### src/sct_pkg.sv
package sct_pkg;

  localparam int HISTORY_DEPTH_DEF = 3;

  localparam int DIV_W     = 20;
  localparam int DIV_CNT_W = $clog2(DIV_W);
  localparam int DVSR_W    = 32;
  localparam int SUM_W     = 18;

  localparam logic [DIV_W-1:0] CAD_NUM      = 20'd960000;
  localparam logic [13:0]      CAD_MAX_Q4   = 14'd9600;
  localparam logic [11:0]      BEAT_MAX_MS  = 12'd4095;

  localparam int CFG_IDX_W  = 3;
  localparam int CFG_DATA_W = 16;

  localparam logic [CFG_IDX_W-1:0] REG_MAG_THR    = 3'd0;
  localparam logic [CFG_IDX_W-1:0] REG_REFRACTORY = 3'd1;
  localparam logic [CFG_IDX_W-1:0] REG_MIN_INTVL  = 3'd2;
  localparam logic [CFG_IDX_W-1:0] REG_MIN_BEAT   = 3'd3;
  localparam logic [CFG_IDX_W-1:0] REG_MAX_BEAT   = 3'd4;

  typedef struct packed {
    logic signed [15:0] pos_x;
    logic signed [15:0] pos_y;
    logic               pos_valid;
    logic [31:0]        now_ms;
  } in_item_t;

  typedef struct packed {
    logic        step;
    logic [13:0] avg_cadence_q4;
    logic [1:0]  cadence_count;
    logic [11:0] beat_interval_ms;
  } out_item_t;

  typedef struct packed {
    logic [11:0] magnitude_threshold;
    logic [15:0] refractory_ms;
    logic [15:0] min_interval_ms;
    logic [9:0]  min_beat_cadence;
    logic [9:0]  max_beat_cadence;
  } cfg_t;

  typedef struct packed {
    logic        step;
    logic        cad_needed;
    logic [31:0] dt;
  } step_ev_t;

endpackage

### src/sct_div.sv
module sct_div (
  input  logic                           clk,
  input  logic                           rst_n,
  input  logic                           start,
  input  logic [sct_pkg::DIV_W-1:0]      dividend,
  input  logic [sct_pkg::DVSR_W-1:0]     divisor,
  output logic                           done,
  output logic [sct_pkg::DIV_W-1:0]      quotient
);

  logic                              busy_r;
  logic                              done_r;
  logic [sct_pkg::DIV_CNT_W-1:0]     cnt_r;
  logic [sct_pkg::DIV_W-1:0]         rem_r;
  logic [sct_pkg::DIV_W-1:0]         quo_r;
  logic [sct_pkg::DVSR_W-1:0]        dvs_r;
  logic [sct_pkg::DIV_W:0]           shifted;
  logic [sct_pkg::DVSR_W-1:0]        shifted_ext;
  logic [sct_pkg::DVSR_W-1:0]        diff;
  logic                              ge;

  assign shifted     = {rem_r, quo_r[sct_pkg::DIV_W-1]};
  assign shifted_ext = sct_pkg::DVSR_W'(shifted);
  assign ge          = shifted_ext >= dvs_r;
  assign diff        = shifted_ext - dvs_r;

  always_ff @(posedge clk) begin
    if (!rst_n) begin
      busy_r <= 1'b0;
      done_r <= 1'b0;
      cnt_r  <= '0;
    end else begin
      done_r <= 1'b0;
      if (start) begin
        busy_r <= 1'b1;
        cnt_r  <= sct_pkg::DIV_CNT_W'(sct_pkg::DIV_W - 1);
      end else if (busy_r) begin
        cnt_r <= cnt_r - 1'b1;
        if (cnt_r == '0) begin
          busy_r <= 1'b0;
          done_r <= 1'b1;
        end
      end
    end
  end

  always_ff @(posedge clk) begin
    if (start) begin
      quo_r <= dividend;
      rem_r <= '0;
      dvs_r <= divisor;
    end else if (busy_r) begin
      quo_r <= {quo_r[sct_pkg::DIV_W-2:0], ge};
      rem_r <= ge ? diff[sct_pkg::DIV_W-1:0] : shifted[sct_pkg::DIV_W-1:0];
    end
  end

  assign done     = done_r;
  assign quotient = quo_r;

`ifndef NO_ASSERTIONS
  a_start_idle: assert property (@(posedge clk) disable iff (!rst_n)
    start |-> !busy_r)
    else $error("Divider started while an item is still being divided.");
`endif

endmodule

### src/sct_queue.sv
module sct_queue (
  input  logic              clk,
  input  logic              rst_n,
  input  logic              push,
  input  sct_pkg::step_ev_t wdata,
  output logic              full,
  input  logic              pop,
  output sct_pkg::step_ev_t rdata,
  output logic              empty
);

  sct_pkg::step_ev_t mem_r [2];
  logic              wr_ptr_r;
  logic              rd_ptr_r;
  logic [1:0]        cnt_r;
  logic              do_push;
  logic              do_pop;

  assign full    = cnt_r == 2'd2;
  assign empty   = cnt_r == 2'd0;
  assign do_push = push && !full;
  assign do_pop  = pop && !empty;
  assign rdata   = mem_r[rd_ptr_r];

  always_ff @(posedge clk) begin
    if (!rst_n) begin
      wr_ptr_r <= 1'b0;
      rd_ptr_r <= 1'b0;
      cnt_r    <= 2'd0;
    end else begin
      if (do_push) begin
        wr_ptr_r <= ~wr_ptr_r;
      end
      if (do_pop) begin
        rd_ptr_r <= ~rd_ptr_r;
      end
      if (do_push && !do_pop) begin
        cnt_r <= cnt_r + 2'd1;
      end else if (do_pop && !do_push) begin
        cnt_r <= cnt_r - 2'd1;
      end
    end
  end

  always_ff @(posedge clk) begin
    if (do_push) begin
      mem_r[wr_ptr_r] <= wdata;
    end
  end

`ifndef NO_ASSERTIONS
  a_cnt_bound: assert property (@(posedge clk) disable iff (!rst_n)
    cnt_r <= 2'd2)
    else $error("Event queue count exceeds its depth.");
`endif

endmodule

### src/sct_front.sv
module sct_front (
  input  logic              clk,
  input  logic              rst_n,
  input  sct_pkg::cfg_t     cfg,
  input  logic              in_push,
  input  sct_pkg::in_item_t in_data,
  output logic              in_full,
  input  logic              q_full,
  output logic              q_push,
  output sct_pkg::step_ev_t q_data
);

  localparam logic [1:0] F_IDLE = 2'd0;
  localparam logic [1:0] F_MUL  = 2'd1;
  localparam logic [1:0] F_SUM  = 2'd2;
  localparam logic [1:0] F_DEC  = 2'd3;

  logic [1:0]         state_r;
  logic [1:0]         state_nxt;
  logic signed [15:0] prev_x_r;
  logic signed [15:0] prev_y_r;
  logic               primed_r;
  logic [32:0]        motion_r;
  logic [31:0]        last_r;
  logic [31:0]        now_r;
  logic signed [16:0] dx_r;
  logic signed [16:0] dy_r;
  logic               upd_r;
  logic [32:0]        sqx_r;
  logic [32:0]        sqy_r;
  logic [23:0]        thr_sq_r;
  logic [31:0]        dt_r;
  logic signed [33:0] px;
  logic signed [33:0] py;
  logic [23:0]        thr_sq;
  logic               step;
  logic               accept;

  assign accept = state_r == F_IDLE && in_push;
  assign px     = dx_r * dx_r;
  assign py     = dy_r * dy_r;
  assign thr_sq = cfg.magnitude_threshold * cfg.magnitude_threshold;

  assign step = (motion_r > {9'd0, thr_sq_r}) && (dt_r > {16'd0, cfg.refractory_ms});

  assign q_push          = state_r == F_DEC && !q_full;
  assign q_data.step       = step;
  assign q_data.cad_needed = step && last_r != 32'd0 && dt_r > {16'd0, cfg.min_interval_ms};
  assign q_data.dt         = dt_r;
  assign in_full           = state_r != F_IDLE;

  always_comb begin
    state_nxt = state_r;
    case (state_r)
      F_IDLE: begin
        if (in_push) begin
          state_nxt = F_MUL;
        end
      end
      F_MUL: begin
        state_nxt = F_SUM;
      end
      F_SUM: begin
        state_nxt = F_DEC;
      end
      F_DEC: begin
        if (!q_full) begin
          state_nxt = F_IDLE;
        end
      end
      default: begin
        state_nxt = F_IDLE;
      end
    endcase
  end

  always_ff @(posedge clk) begin
    if (!rst_n) begin
      state_r  <= F_IDLE;
      prev_x_r <= '0;
      prev_y_r <= '0;
      primed_r <= 1'b0;
      motion_r <= '0;
      last_r   <= '0;
    end else begin
      state_r <= state_nxt;
      if (accept && in_data.pos_valid) begin
        primed_r <= 1'b1;
        prev_x_r <= in_data.pos_x;
        prev_y_r <= in_data.pos_y;
      end
      if (state_r == F_SUM && upd_r) begin
        motion_r <= sqx_r + sqy_r;
      end
      if (q_push && step) begin
        last_r <= now_r;
      end
    end
  end

  always_ff @(posedge clk) begin
    if (accept) begin
      dx_r  <= {in_data.pos_x[15], in_data.pos_x} - {prev_x_r[15], prev_x_r};
      dy_r  <= {in_data.pos_y[15], in_data.pos_y} - {prev_y_r[15], prev_y_r};
      upd_r <= in_data.pos_valid && primed_r;
      now_r <= in_data.now_ms;
    end
    if (state_r == F_MUL) begin
      sqx_r    <= px[32:0];
      sqy_r    <= py[32:0];
      thr_sq_r <= thr_sq;
    end
    if (state_r == F_SUM) begin
      dt_r <= now_r - last_r;
    end
  end

endmodule

### src/sct_back.sv
module sct_back #(
  parameter int HISTORY_DEPTH = sct_pkg::HISTORY_DEPTH_DEF
) (
  input  logic               clk,
  input  logic               rst_n,
  input  sct_pkg::cfg_t      cfg,
  input  logic               q_empty,
  input  sct_pkg::step_ev_t  q_data,
  output logic               q_pop,
  input  logic               out_pop,
  output logic               out_empty,
  output sct_pkg::out_item_t out_data
);

  localparam int HEAD_W = (HISTORY_DEPTH > 1) ? $clog2(HISTORY_DEPTH) : 1;
  localparam int FILL_W = $clog2(HISTORY_DEPTH + 1);

  localparam logic [2:0] B_IDLE  = 3'd0;
  localparam logic [2:0] B_CAD   = 3'd1;
  localparam logic [2:0] B_AVGS  = 3'd2;
  localparam logic [2:0] B_AVG   = 3'd3;
  localparam logic [2:0] B_BEAT  = 3'd4;
  localparam logic [2:0] B_BWAIT = 3'd5;
  localparam logic [2:0] B_OUT   = 3'd6;

  logic [2:0]                    state_r;
  logic [2:0]                    state_nxt;
  logic [13:0]                   ring_r [HISTORY_DEPTH];
  logic [HEAD_W-1:0]             head_r;
  logic [FILL_W-1:0]             fill_r;
  logic [sct_pkg::SUM_W-1:0]     sum_r;
  logic [13:0]                   avg_r;
  logic [11:0]                   beat_r;
  logic                          step_r;
  logic                          out_valid_r;
  sct_pkg::out_item_t            out_r;
  logic                          div_start;
  logic [sct_pkg::DIV_W-1:0]     div_dividend;
  logic [sct_pkg::DVSR_W-1:0]    div_divisor;
  logic                          div_done;
  logic [sct_pkg::DIV_W-1:0]     div_q;
  logic [13:0]                   cad;
  logic                          in_range;
  logic                          load;

  sct_div u_div (
    .clk      (clk),
    .rst_n    (rst_n),
    .start    (div_start),
    .dividend (div_dividend),
    .divisor  (div_divisor),
    .done     (div_done),
    .quotient (div_q)
  );

  assign cad = (div_q > sct_pkg::DIV_W'(sct_pkg::CAD_MAX_Q4)) ? sct_pkg::CAD_MAX_Q4 : div_q[13:0];

  assign in_range = avg_r != 14'd0 && avg_r >= {cfg.min_beat_cadence, 4'd0}
                    && avg_r <= {cfg.max_beat_cadence, 4'd0};

  assign q_pop = state_r == B_IDLE && !q_empty;
  assign load  = state_r == B_OUT && (!out_valid_r || out_pop);

  always_comb begin
    div_start    = 1'b0;
    div_dividend = sct_pkg::CAD_NUM;
    div_divisor  = q_data.dt;
    case (state_r)
      B_IDLE: begin
        div_start = !q_empty && q_data.cad_needed;
      end
      B_AVGS: begin
        div_start    = 1'b1;
        div_dividend = sct_pkg::DIV_W'(sum_r);
        div_divisor  = sct_pkg::DVSR_W'(fill_r);
      end
      B_BEAT: begin
        div_start   = in_range;
        div_divisor = sct_pkg::DVSR_W'(avg_r);
      end
      default: begin
        div_start = 1'b0;
      end
    endcase
  end

  always_comb begin
    state_nxt = state_r;
    case (state_r)
      B_IDLE: begin
        if (!q_empty) begin
          state_nxt = q_data.cad_needed ? B_CAD : B_BEAT;
        end
      end
      B_CAD: begin
        if (div_done) begin
          state_nxt = B_AVGS;
        end
      end
      B_AVGS: begin
        state_nxt = B_AVG;
      end
      B_AVG: begin
        if (div_done) begin
          state_nxt = B_BEAT;
        end
      end
      B_BEAT: begin
        state_nxt = in_range ? B_BWAIT : B_OUT;
      end
      B_BWAIT: begin
        if (div_done) begin
          state_nxt = B_OUT;
        end
      end
      B_OUT: begin
        if (load) begin
          state_nxt = B_IDLE;
        end
      end
      default: begin
        state_nxt = B_IDLE;
      end
    endcase
  end

  always_ff @(posedge clk) begin
    if (!rst_n) begin
      state_r     <= B_IDLE;
      head_r      <= '0;
      fill_r      <= '0;
      sum_r       <= '0;
      avg_r       <= '0;
      out_valid_r <= 1'b0;
      for (int i = 0; i < HISTORY_DEPTH; i++) begin
        ring_r[i] <= '0;
      end
    end else begin
      state_r     <= state_nxt;
      out_valid_r <= load || (out_valid_r && !out_pop);
      if (state_r == B_CAD && div_done) begin
        ring_r[head_r] <= cad;
        sum_r <= sum_r - sct_pkg::SUM_W'(ring_r[head_r]) + sct_pkg::SUM_W'(cad);
        head_r <= (head_r == HEAD_W'(HISTORY_DEPTH - 1)) ? '0 : head_r + 1'b1;
        if (fill_r < FILL_W'(HISTORY_DEPTH)) begin
          fill_r <= fill_r + 1'b1;
        end
      end
      if (state_r == B_AVG && div_done) begin
        avg_r <= div_q[13:0];
      end
    end
  end

  always_ff @(posedge clk) begin
    if (q_pop) begin
      step_r <= q_data.step;
    end
    if (state_r == B_BEAT && !in_range) begin
      beat_r <= 12'd0;
    end
    if (state_r == B_BWAIT && div_done) begin
      beat_r <= (div_q > sct_pkg::DIV_W'(sct_pkg::BEAT_MAX_MS)) ? sct_pkg::BEAT_MAX_MS
                                                              : div_q[11:0];
    end
    if (load) begin
      out_r.step             <= step_r;
      out_r.avg_cadence_q4   <= avg_r;
      out_r.cadence_count    <= 2'(fill_r);
      out_r.beat_interval_ms <= beat_r;
    end
  end

  assign out_empty = !out_valid_r;
  assign out_data  = out_r;

`ifndef NO_ASSERTIONS
  a_fill_bound: assert property (@(posedge clk) disable iff (!rst_n)
    fill_r <= FILL_W'(HISTORY_DEPTH))
    else $error("Cadence history fill count exceeds the history depth.");
  a_avg_bound: assert property (@(posedge clk) disable iff (!rst_n)
    avg_r <= sct_pkg::CAD_MAX_Q4)
    else $error("Average cadence exceeds the cadence ceiling.");
`endif

endmodule

### src/step_cadence_tracker_top.sv
// Front stage takes one item at a time and posts a step event to a two-entry queue, stalling
// while the queue is full. Back stage runs no division with no new cadence and the beat off,
// one with the beat on, and up to three when a new cadence is formed, all on one shared divider.
// Neither stage takes a new item before it is through with the last one.
// Reset is synchronous and active low; it clears all tracking state, empties the queue and
// the output register, and restores the register defaults with no clearing pass.
module step_cadence_tracker_top #(
  parameter int HISTORY_DEPTH = sct_pkg::HISTORY_DEPTH_DEF
) (
  input  logic                              clk,
  input  logic                              rst_n,
  input  logic                              in_push,
  output logic                              in_full,
  input  sct_pkg::in_item_t                 in_data,
  output logic                              out_empty,
  input  logic                              out_pop,
  output sct_pkg::out_item_t                out_data,
  input  logic                              cfg_valid,
  output logic                              cfg_ready,
  input  logic [sct_pkg::CFG_IDX_W-1:0]     cfg_index,
  input  logic [sct_pkg::CFG_DATA_W-1:0]    cfg_wdata
);

  sct_pkg::cfg_t     cfg_r;
  sct_pkg::step_ev_t fq_wdata;
  sct_pkg::step_ev_t fq_rdata;
  logic              fq_push;
  logic              fq_full;
  logic              fq_pop;
  logic              fq_empty;

  assign cfg_ready = 1'b1;

  always_ff @(posedge clk) begin
    if (!rst_n) begin
      cfg_r.magnitude_threshold <= 12'd250;
      cfg_r.refractory_ms       <= 16'd300;
      cfg_r.min_interval_ms     <= 16'd100;
      cfg_r.min_beat_cadence    <= 10'd20;
      cfg_r.max_beat_cadence    <= 10'd300;
    end else if (cfg_valid && cfg_ready) begin
      case (cfg_index)
        sct_pkg::REG_MAG_THR:    cfg_r.magnitude_threshold <= cfg_wdata[11:0];
        sct_pkg::REG_REFRACTORY: cfg_r.refractory_ms       <= cfg_wdata;
        sct_pkg::REG_MIN_INTVL:  cfg_r.min_interval_ms     <= cfg_wdata;
        sct_pkg::REG_MIN_BEAT:   cfg_r.min_beat_cadence    <= cfg_wdata[9:0];
        sct_pkg::REG_MAX_BEAT:   cfg_r.max_beat_cadence    <= cfg_wdata[9:0];
        default: begin
        end
      endcase
    end
  end

  sct_front u_front (
    .clk     (clk),
    .rst_n   (rst_n),
    .cfg     (cfg_r),
    .in_push (in_push),
    .in_data (in_data),
    .in_full (in_full),
    .q_full  (fq_full),
    .q_push  (fq_push),
    .q_data  (fq_wdata)
  );

  sct_queue u_queue (
    .clk   (clk),
    .rst_n (rst_n),
    .push  (fq_push),
    .wdata (fq_wdata),
    .full  (fq_full),
    .pop   (fq_pop),
    .rdata (fq_rdata),
    .empty (fq_empty)
  );

  sct_back #(
    .HISTORY_DEPTH (HISTORY_DEPTH)
  ) u_back (
    .clk       (clk),
    .rst_n     (rst_n),
    .cfg       (cfg_r),
    .q_empty   (fq_empty),
    .q_data    (fq_rdata),
    .q_pop     (fq_pop),
    .out_pop   (out_pop),
    .out_empty (out_empty),
    .out_data  (out_data)
  );

endmodule
### config.mk
export PLATFORM = sky130hd
export DESIGN_NAME = step_cadence_tracker_top
export DESIGN_NICKNAME = d
export VERILOG_FILES = /design/src/sct_pkg.sv /design/src/sct_div.sv /design/src/sct_queue.sv /design/src/sct_front.sv /design/src/sct_back.sv /design/src/step_cadence_tracker_top.sv
export SDC_FILE = /design/constraint.sdc
export NUM_CORES = 2
export LEC_CHECK = 0
export BUFFER_PORTS_ARGS = -buffer_cell sky130_fd_sc_hd__buf_4
export CORE_MARGIN = 2
export CORE_UTILIZATION = 40
export CTS_CLUSTER_DIAMETER = 120
export DETAILED_ROUTE_END_ITERATION = 6
export MAX_ROUTING_LAYER = met4
export PLACE_DENSITY = 0.59
export RECOVER_POWER = 25
export SYNTH_ARGS = -nofsm -noshare
export SYNTH_HDL_FRONTEND = slang
export SYNTH_SLANG_ARGS = --single-unit
### constraint.sdc
create_clock -name clk -period 7.1 [get_ports clk]
set_input_delay 0.71 -clock clk [delete_from_list [all_inputs] [get_ports clk]]
set_output_delay 0.71 -clock clk [all_outputs]
set_load 0.005 [all_outputs]
; ---- Word-level counts from Yosys, hierarchy flattened
; Memories as Yosys holds them, arrays and structs flattened. A register that Yosys moved wholly into a read port is not among the register bits.
; Index checks and enable logic that the tools add are counted.
[totals]
regBits = 518
mem_bits_rw = 110
output_inout_bits = 32
word_cells = 190
mem_count = 2
[op_classes]
n_addsub = 12
n_mul = 3
magnitude_cmp = 9
n_eq_ne = 22
muxes = 43
bitwise = 4
n_reduce_logical = 54
[mem_list]
columns = name, words, width, rd, rd_ports_with_merged_regs, write_ports, line
row1 = u_queue.mem_r, 2, 34, 1, 1, 1, sct_queue.sv:12  ; sct_pkg::step_ev_t mem_r [2];
row2 = u_back.ring_r, 3, 14, 1, 1, 3, sct_back.sv:28  ; logic [13:0] ring_r [HISTORY_DEPTH];
[ops]
columns = op, count
row1 = $mux 20, 4
row2 = $mul 17x17->33, 2
row3 = $gt 32x16->1, 2
row4 = $pmux 32 s2, 1
row5 = $mux 12, 3
row6 = $sub 16x16->17, 2
row7 = $add 33x33->33, 1
row8 = $gt 33x24->1, 1
row9 = $ge 21x32->1, 1
row10 = $reduce_bool 32->1, 1
row11 = $sub 32x32->32, 1
row12 = $mux 14, 2
row13 = $mul 12x12->24, 1
row14 = $logic_and 1x1->1, 23
row15 = $pmux 3 s7, 1
row16 = $gt 20x12->1 const B, 1
row17 = $gt 20x14->1 const B, 1
row18 = $sub 20x20->20, 1
row19 = $add 18x14->18, 1
row20 = $mux 2, 9
row21 = $mux 3, 6
row22 = $sub 18x14->18, 1
row23 = $ge 14x14->1, 1
row24 = $le 14x14->1, 1
row25 = 28 further kinds, 79

; ---- Longest topological paths before layout
[logic_depth]
depth_word = 8
depth_mapped = 27
depth_no_buf = 25

; ---- By module
; Synthesis repeated with hierarchy kept, for this count alone.
[unflattened]
cells_unflattened = 5459
hier_area_um2 = 55131.6
[modules_own_cells]
columns = module, instances, cells_each, area_per_inst_um2
row1 = sct_front, 1, 3947, 37985.2
row2 = sct_back, 1, 731, 7603.5
row3 = sct_div, 1, 407, 4339.2
row4 = sct_queue, 1, 131, 2686.3
row5 = step_cadence_tracker_top, 1, 243, 2517.4

; ---- Least setup slack after synthesis
; OpenSTA, ideal clock, no wires.
[synth_path]
path_kind = flip-flop to flip-flop
startpoint = reg u_front.dy_r[7]
endpoint = reg u_front.sqy_r[31], data pin
arrival_time_ps = 6359
t_required_ps = 6842
path_slack_ps = 483
path_stages_with_launch = 24
n_path_buf = 2
period_less_slack_ps = 6617
path_cell_list = edfxtp_1 > clkbuf_1 > clkbuf_1 > nand2_1 > fa_1 > fa_1 > inv_1 > fa_1 > fa_1 > fa_1 > inv_1 > fa_1 > inv_1 > ha_1 > a211oi_1 > o21bai_1 > or3_1 > o2111ai_1 > a21oi_1 > or2_2 > o31ai_4 > o2111ai_1 > a21oi_1 > xnor2_1
[synth_via]
elab_chain_cells = 1
[synth_lines]
columns = element, line
row1 = start: declaration, sct_front.sv:27  ; logic signed [16:0] dy_r;
row2 = start signal: assignment, sct_front.sv:104  ; dy_r <= {in_data.pos_y[15], in_data.pos_y} - {prev_y_r[15], prev_y_r};
row3 = $mul 17x17->33, sct_front.sv:41  ; assign py = dy_r * dy_r;
row4 = named net u_front.py[31], sct_front.sv:34  ; logic signed [33:0] py;
row5 = end signal: assignment, sct_front.sv:110  ; sqy_r <= py[32:0];
row6 = end: declaration, sct_front.sv:30  ; logic [32:0] sqy_r;
; The timed path passes the listed nets, and every way through them passes these cells.
; A chain may end at the register's enable or synchronous reset.

; ---- Worst setup path after layout
[layout_path]
startpoint = reg u_front.dy_r[10]
endpoint = reg u_front.sqy_r[29], data pin
; Same word-level chain as after synthesis.

==> out/metrics.cfg <==
[layout]
post-route-util_pct=44.8
nFillCells=12700
seq_area_mm2=0.0169
multi_input_area_mm2=0.0325
stdcell_count=7379
final_common_cell=inv_1
drive_above_1_share_pct=6.90
nNetsFinal=6699
areaGrowthSynthToFinish_pct=10.9
mostFrequentLayoutCells=inv_1, nand2_1, fa_1

[synthesis]
avgSynthCellArea_um2=9.95
syn_inst=5422
synth_seq_cells=642
netlist.top_cell.by_area=fa_1
yosysTopAreaCellShare_pct=23.0
synthesis.area_mm2=0.0540
async_reset_ff_share_pct=0
yosys_warnings=0
ys_top_cells_by_area=fa_1, edfxtp_1, ha_1
ys_types=81
synth_nets=6575
synth_edf_count=404
seq_area_frac_synth_pct=31.3
synth_flop_cell=edfxtp_1

[floorplan]
die_w_um=371
io_pins=121
floorplan.die_area_mm2=0.138
core_area_mm2=0.134
rows=134
dieHeight_um=371
start_util_pct=40.4

[drt]
antenna_left=0
first_pass_iters=7
detail_route.iter0.violations=1819
wl_per_cell_um=16.4
vias=36400
drt-total-wl_um=121000
remaining_drc_errors=0
via_per_inst=4.93

[placed_design]
dp_hpwl_um=95900
io_buffers=119
placed_cells=7225
gp_congestion=0.867

[sta]
finalSetupViolCount=0
fin_crit_ns=6.73
timing.hold.ws_ns=0.216
worstMarginPinSlew_ns=3.93
fin_skew_ns=0.0397
fin_crit_sh_pct=94.8
max_freq_ghz=0.149
slew_headroom_pct=-162
finalMaxSlewViolations=255
hold_viol_final=0

[grt]
top_usage_layer=met2
overflow=0
use_met1_pct=23.7
grt_antenna_before_repair=1
grt_start_max_net_pins=92
grtUsageMet3_pct=2.25
grt_pass1_vias=37700
grt_use_total_pct=18.7
met2_usage_pct=31.4
grt_pass1_wl_um=199000

[min_path]
holdCritPathClass=input pin to register

[cts]
h-tree-depth=3
cts_buffers=76
hold_buffers=0
cts_root_buf=clkbuf_16
cts_tree=done
path_clk_slew_ns=0.06
clock_latency_ns=0.69
cts.sinks=642
cts_buffer_depth=3

[critical_path]
cp-end-kind=register
rrSetupSlack_ns=0.37
crit_fanout=14
arrival_ns=7.12
critPathRequiredTime_ns=7.50
path_class=register to register
start_kind=register

[flow_run]
cap_violations=6

[status]
status=finished with violations
violations=max-capacitance violations, max-slew violations

## synthesized netlist by cell type (all sizes together) (41+ instances only)
cell,n
fa,619
nor3,41
dfxtp,238
nor2b,62
inv,1060
o21a,43
xor2,59
nand2,625
a21oi,276
xnor2,155
nand3,44
o21ai,122
nand4,43
clkbuf,144
and2,170
ha,445
mux2i,85
a21o,88
nor2,285
edfxtp,404
## routing by layer
metal	vias up	part of all wire, %
met2	620	49
met1	17800	44
met3	180	4.1
met5	-	0
met4	0	2.5
li1	17800	-
## state kept, by name, indices dropped and copies added (netlist names), 33 cells and up, named ones only
register and cells:
cfg_r 64, u_back.ring_r 56, u_front.motion_r 33, u_queue.mem_r 68
## worst max-delay path, cell delays in order (launching register included)
cell	delay [ns]
edfxtp_1	0.41
buf_4	0.25
and2_1	0.20
inv_1	0.07
fa_1	0.49
inv_1	0.06
fa_1	0.48
fa_1	0.52
fa_1	0.52
fa_1	0.54
inv_1	0.05
fa_1	0.52
inv_1	0.04
ha_1	0.35
a21o_1	0.18
a21o_1	0.17
a21o_1	0.20
a211oi_1	0.23
a21oi_1	0.15
or2_2	0.35
o31ai_4	0.26
o21bai_1	0.10
a21o_1	0.19
xor2_1	0.14
## kinds of logic after synthesis
group / synth area share, %
other: 0.00695
buffers and inverters: 8.58
flip-flops: 31.3
AND/OR/NAND/NOR: 12.3
multiplexers: 2.29
adder cells (fa/ha/maj): 33.3
XOR/XNOR: 3.47
AO/OA/AOI/OAI: 8.79
## what timing repair did
| action | CTS | global route |
|---|---|---|
| gates resized for setup | 0 | 4 |
| setup buffers | 0 | 11 |
| endpoints found under the hold margin | 0 | 0 |
| endpoints found under the setup margin | 0 | 6 |
## path summary, 6_finish.rpt
check | from | cells past startpoint | to
max | u_front.dy_r[10] | 23 | u_front.sqy_r[29]
min | in_data[27] | 1 | u_front.now_r[27]
max reg2reg | u_front.dy_r[10] | 23 | u_front.sqy_r[29]
min reg2reg | u_back.beat_r[6] | 0 | u_back.out_data[6]
## final cells by class
cell class              instances  share of cell area (%)
inverters                    1060                    6.65
well taps                    1768                    3.70
diodes                          1                 0.00418
multi-input cells            3553                    54.3
clock buffers                  97                    3.51
flip-flops and latches        642                    28.2
clock inverters                45                    1.08
repair buffers                213                    2.53
## through the flow
step | setup TNS [ns] | area, µm² | worst slack, ns
after floorplan | 0 | 54000 | 0.483
after global placement | 0 | 57100 | 0.326
after CTS | 0 | 59800 | 0.156
final | 0 | 59800 | 0.372
after detailed placement | 0 | 57100 | 0.221
after global routing | -0.000138 | 59800 | -0.000138
Power is not shown: default switching activity piles up to over one toggle a cycle in this logic, so the estimate is an artifact.
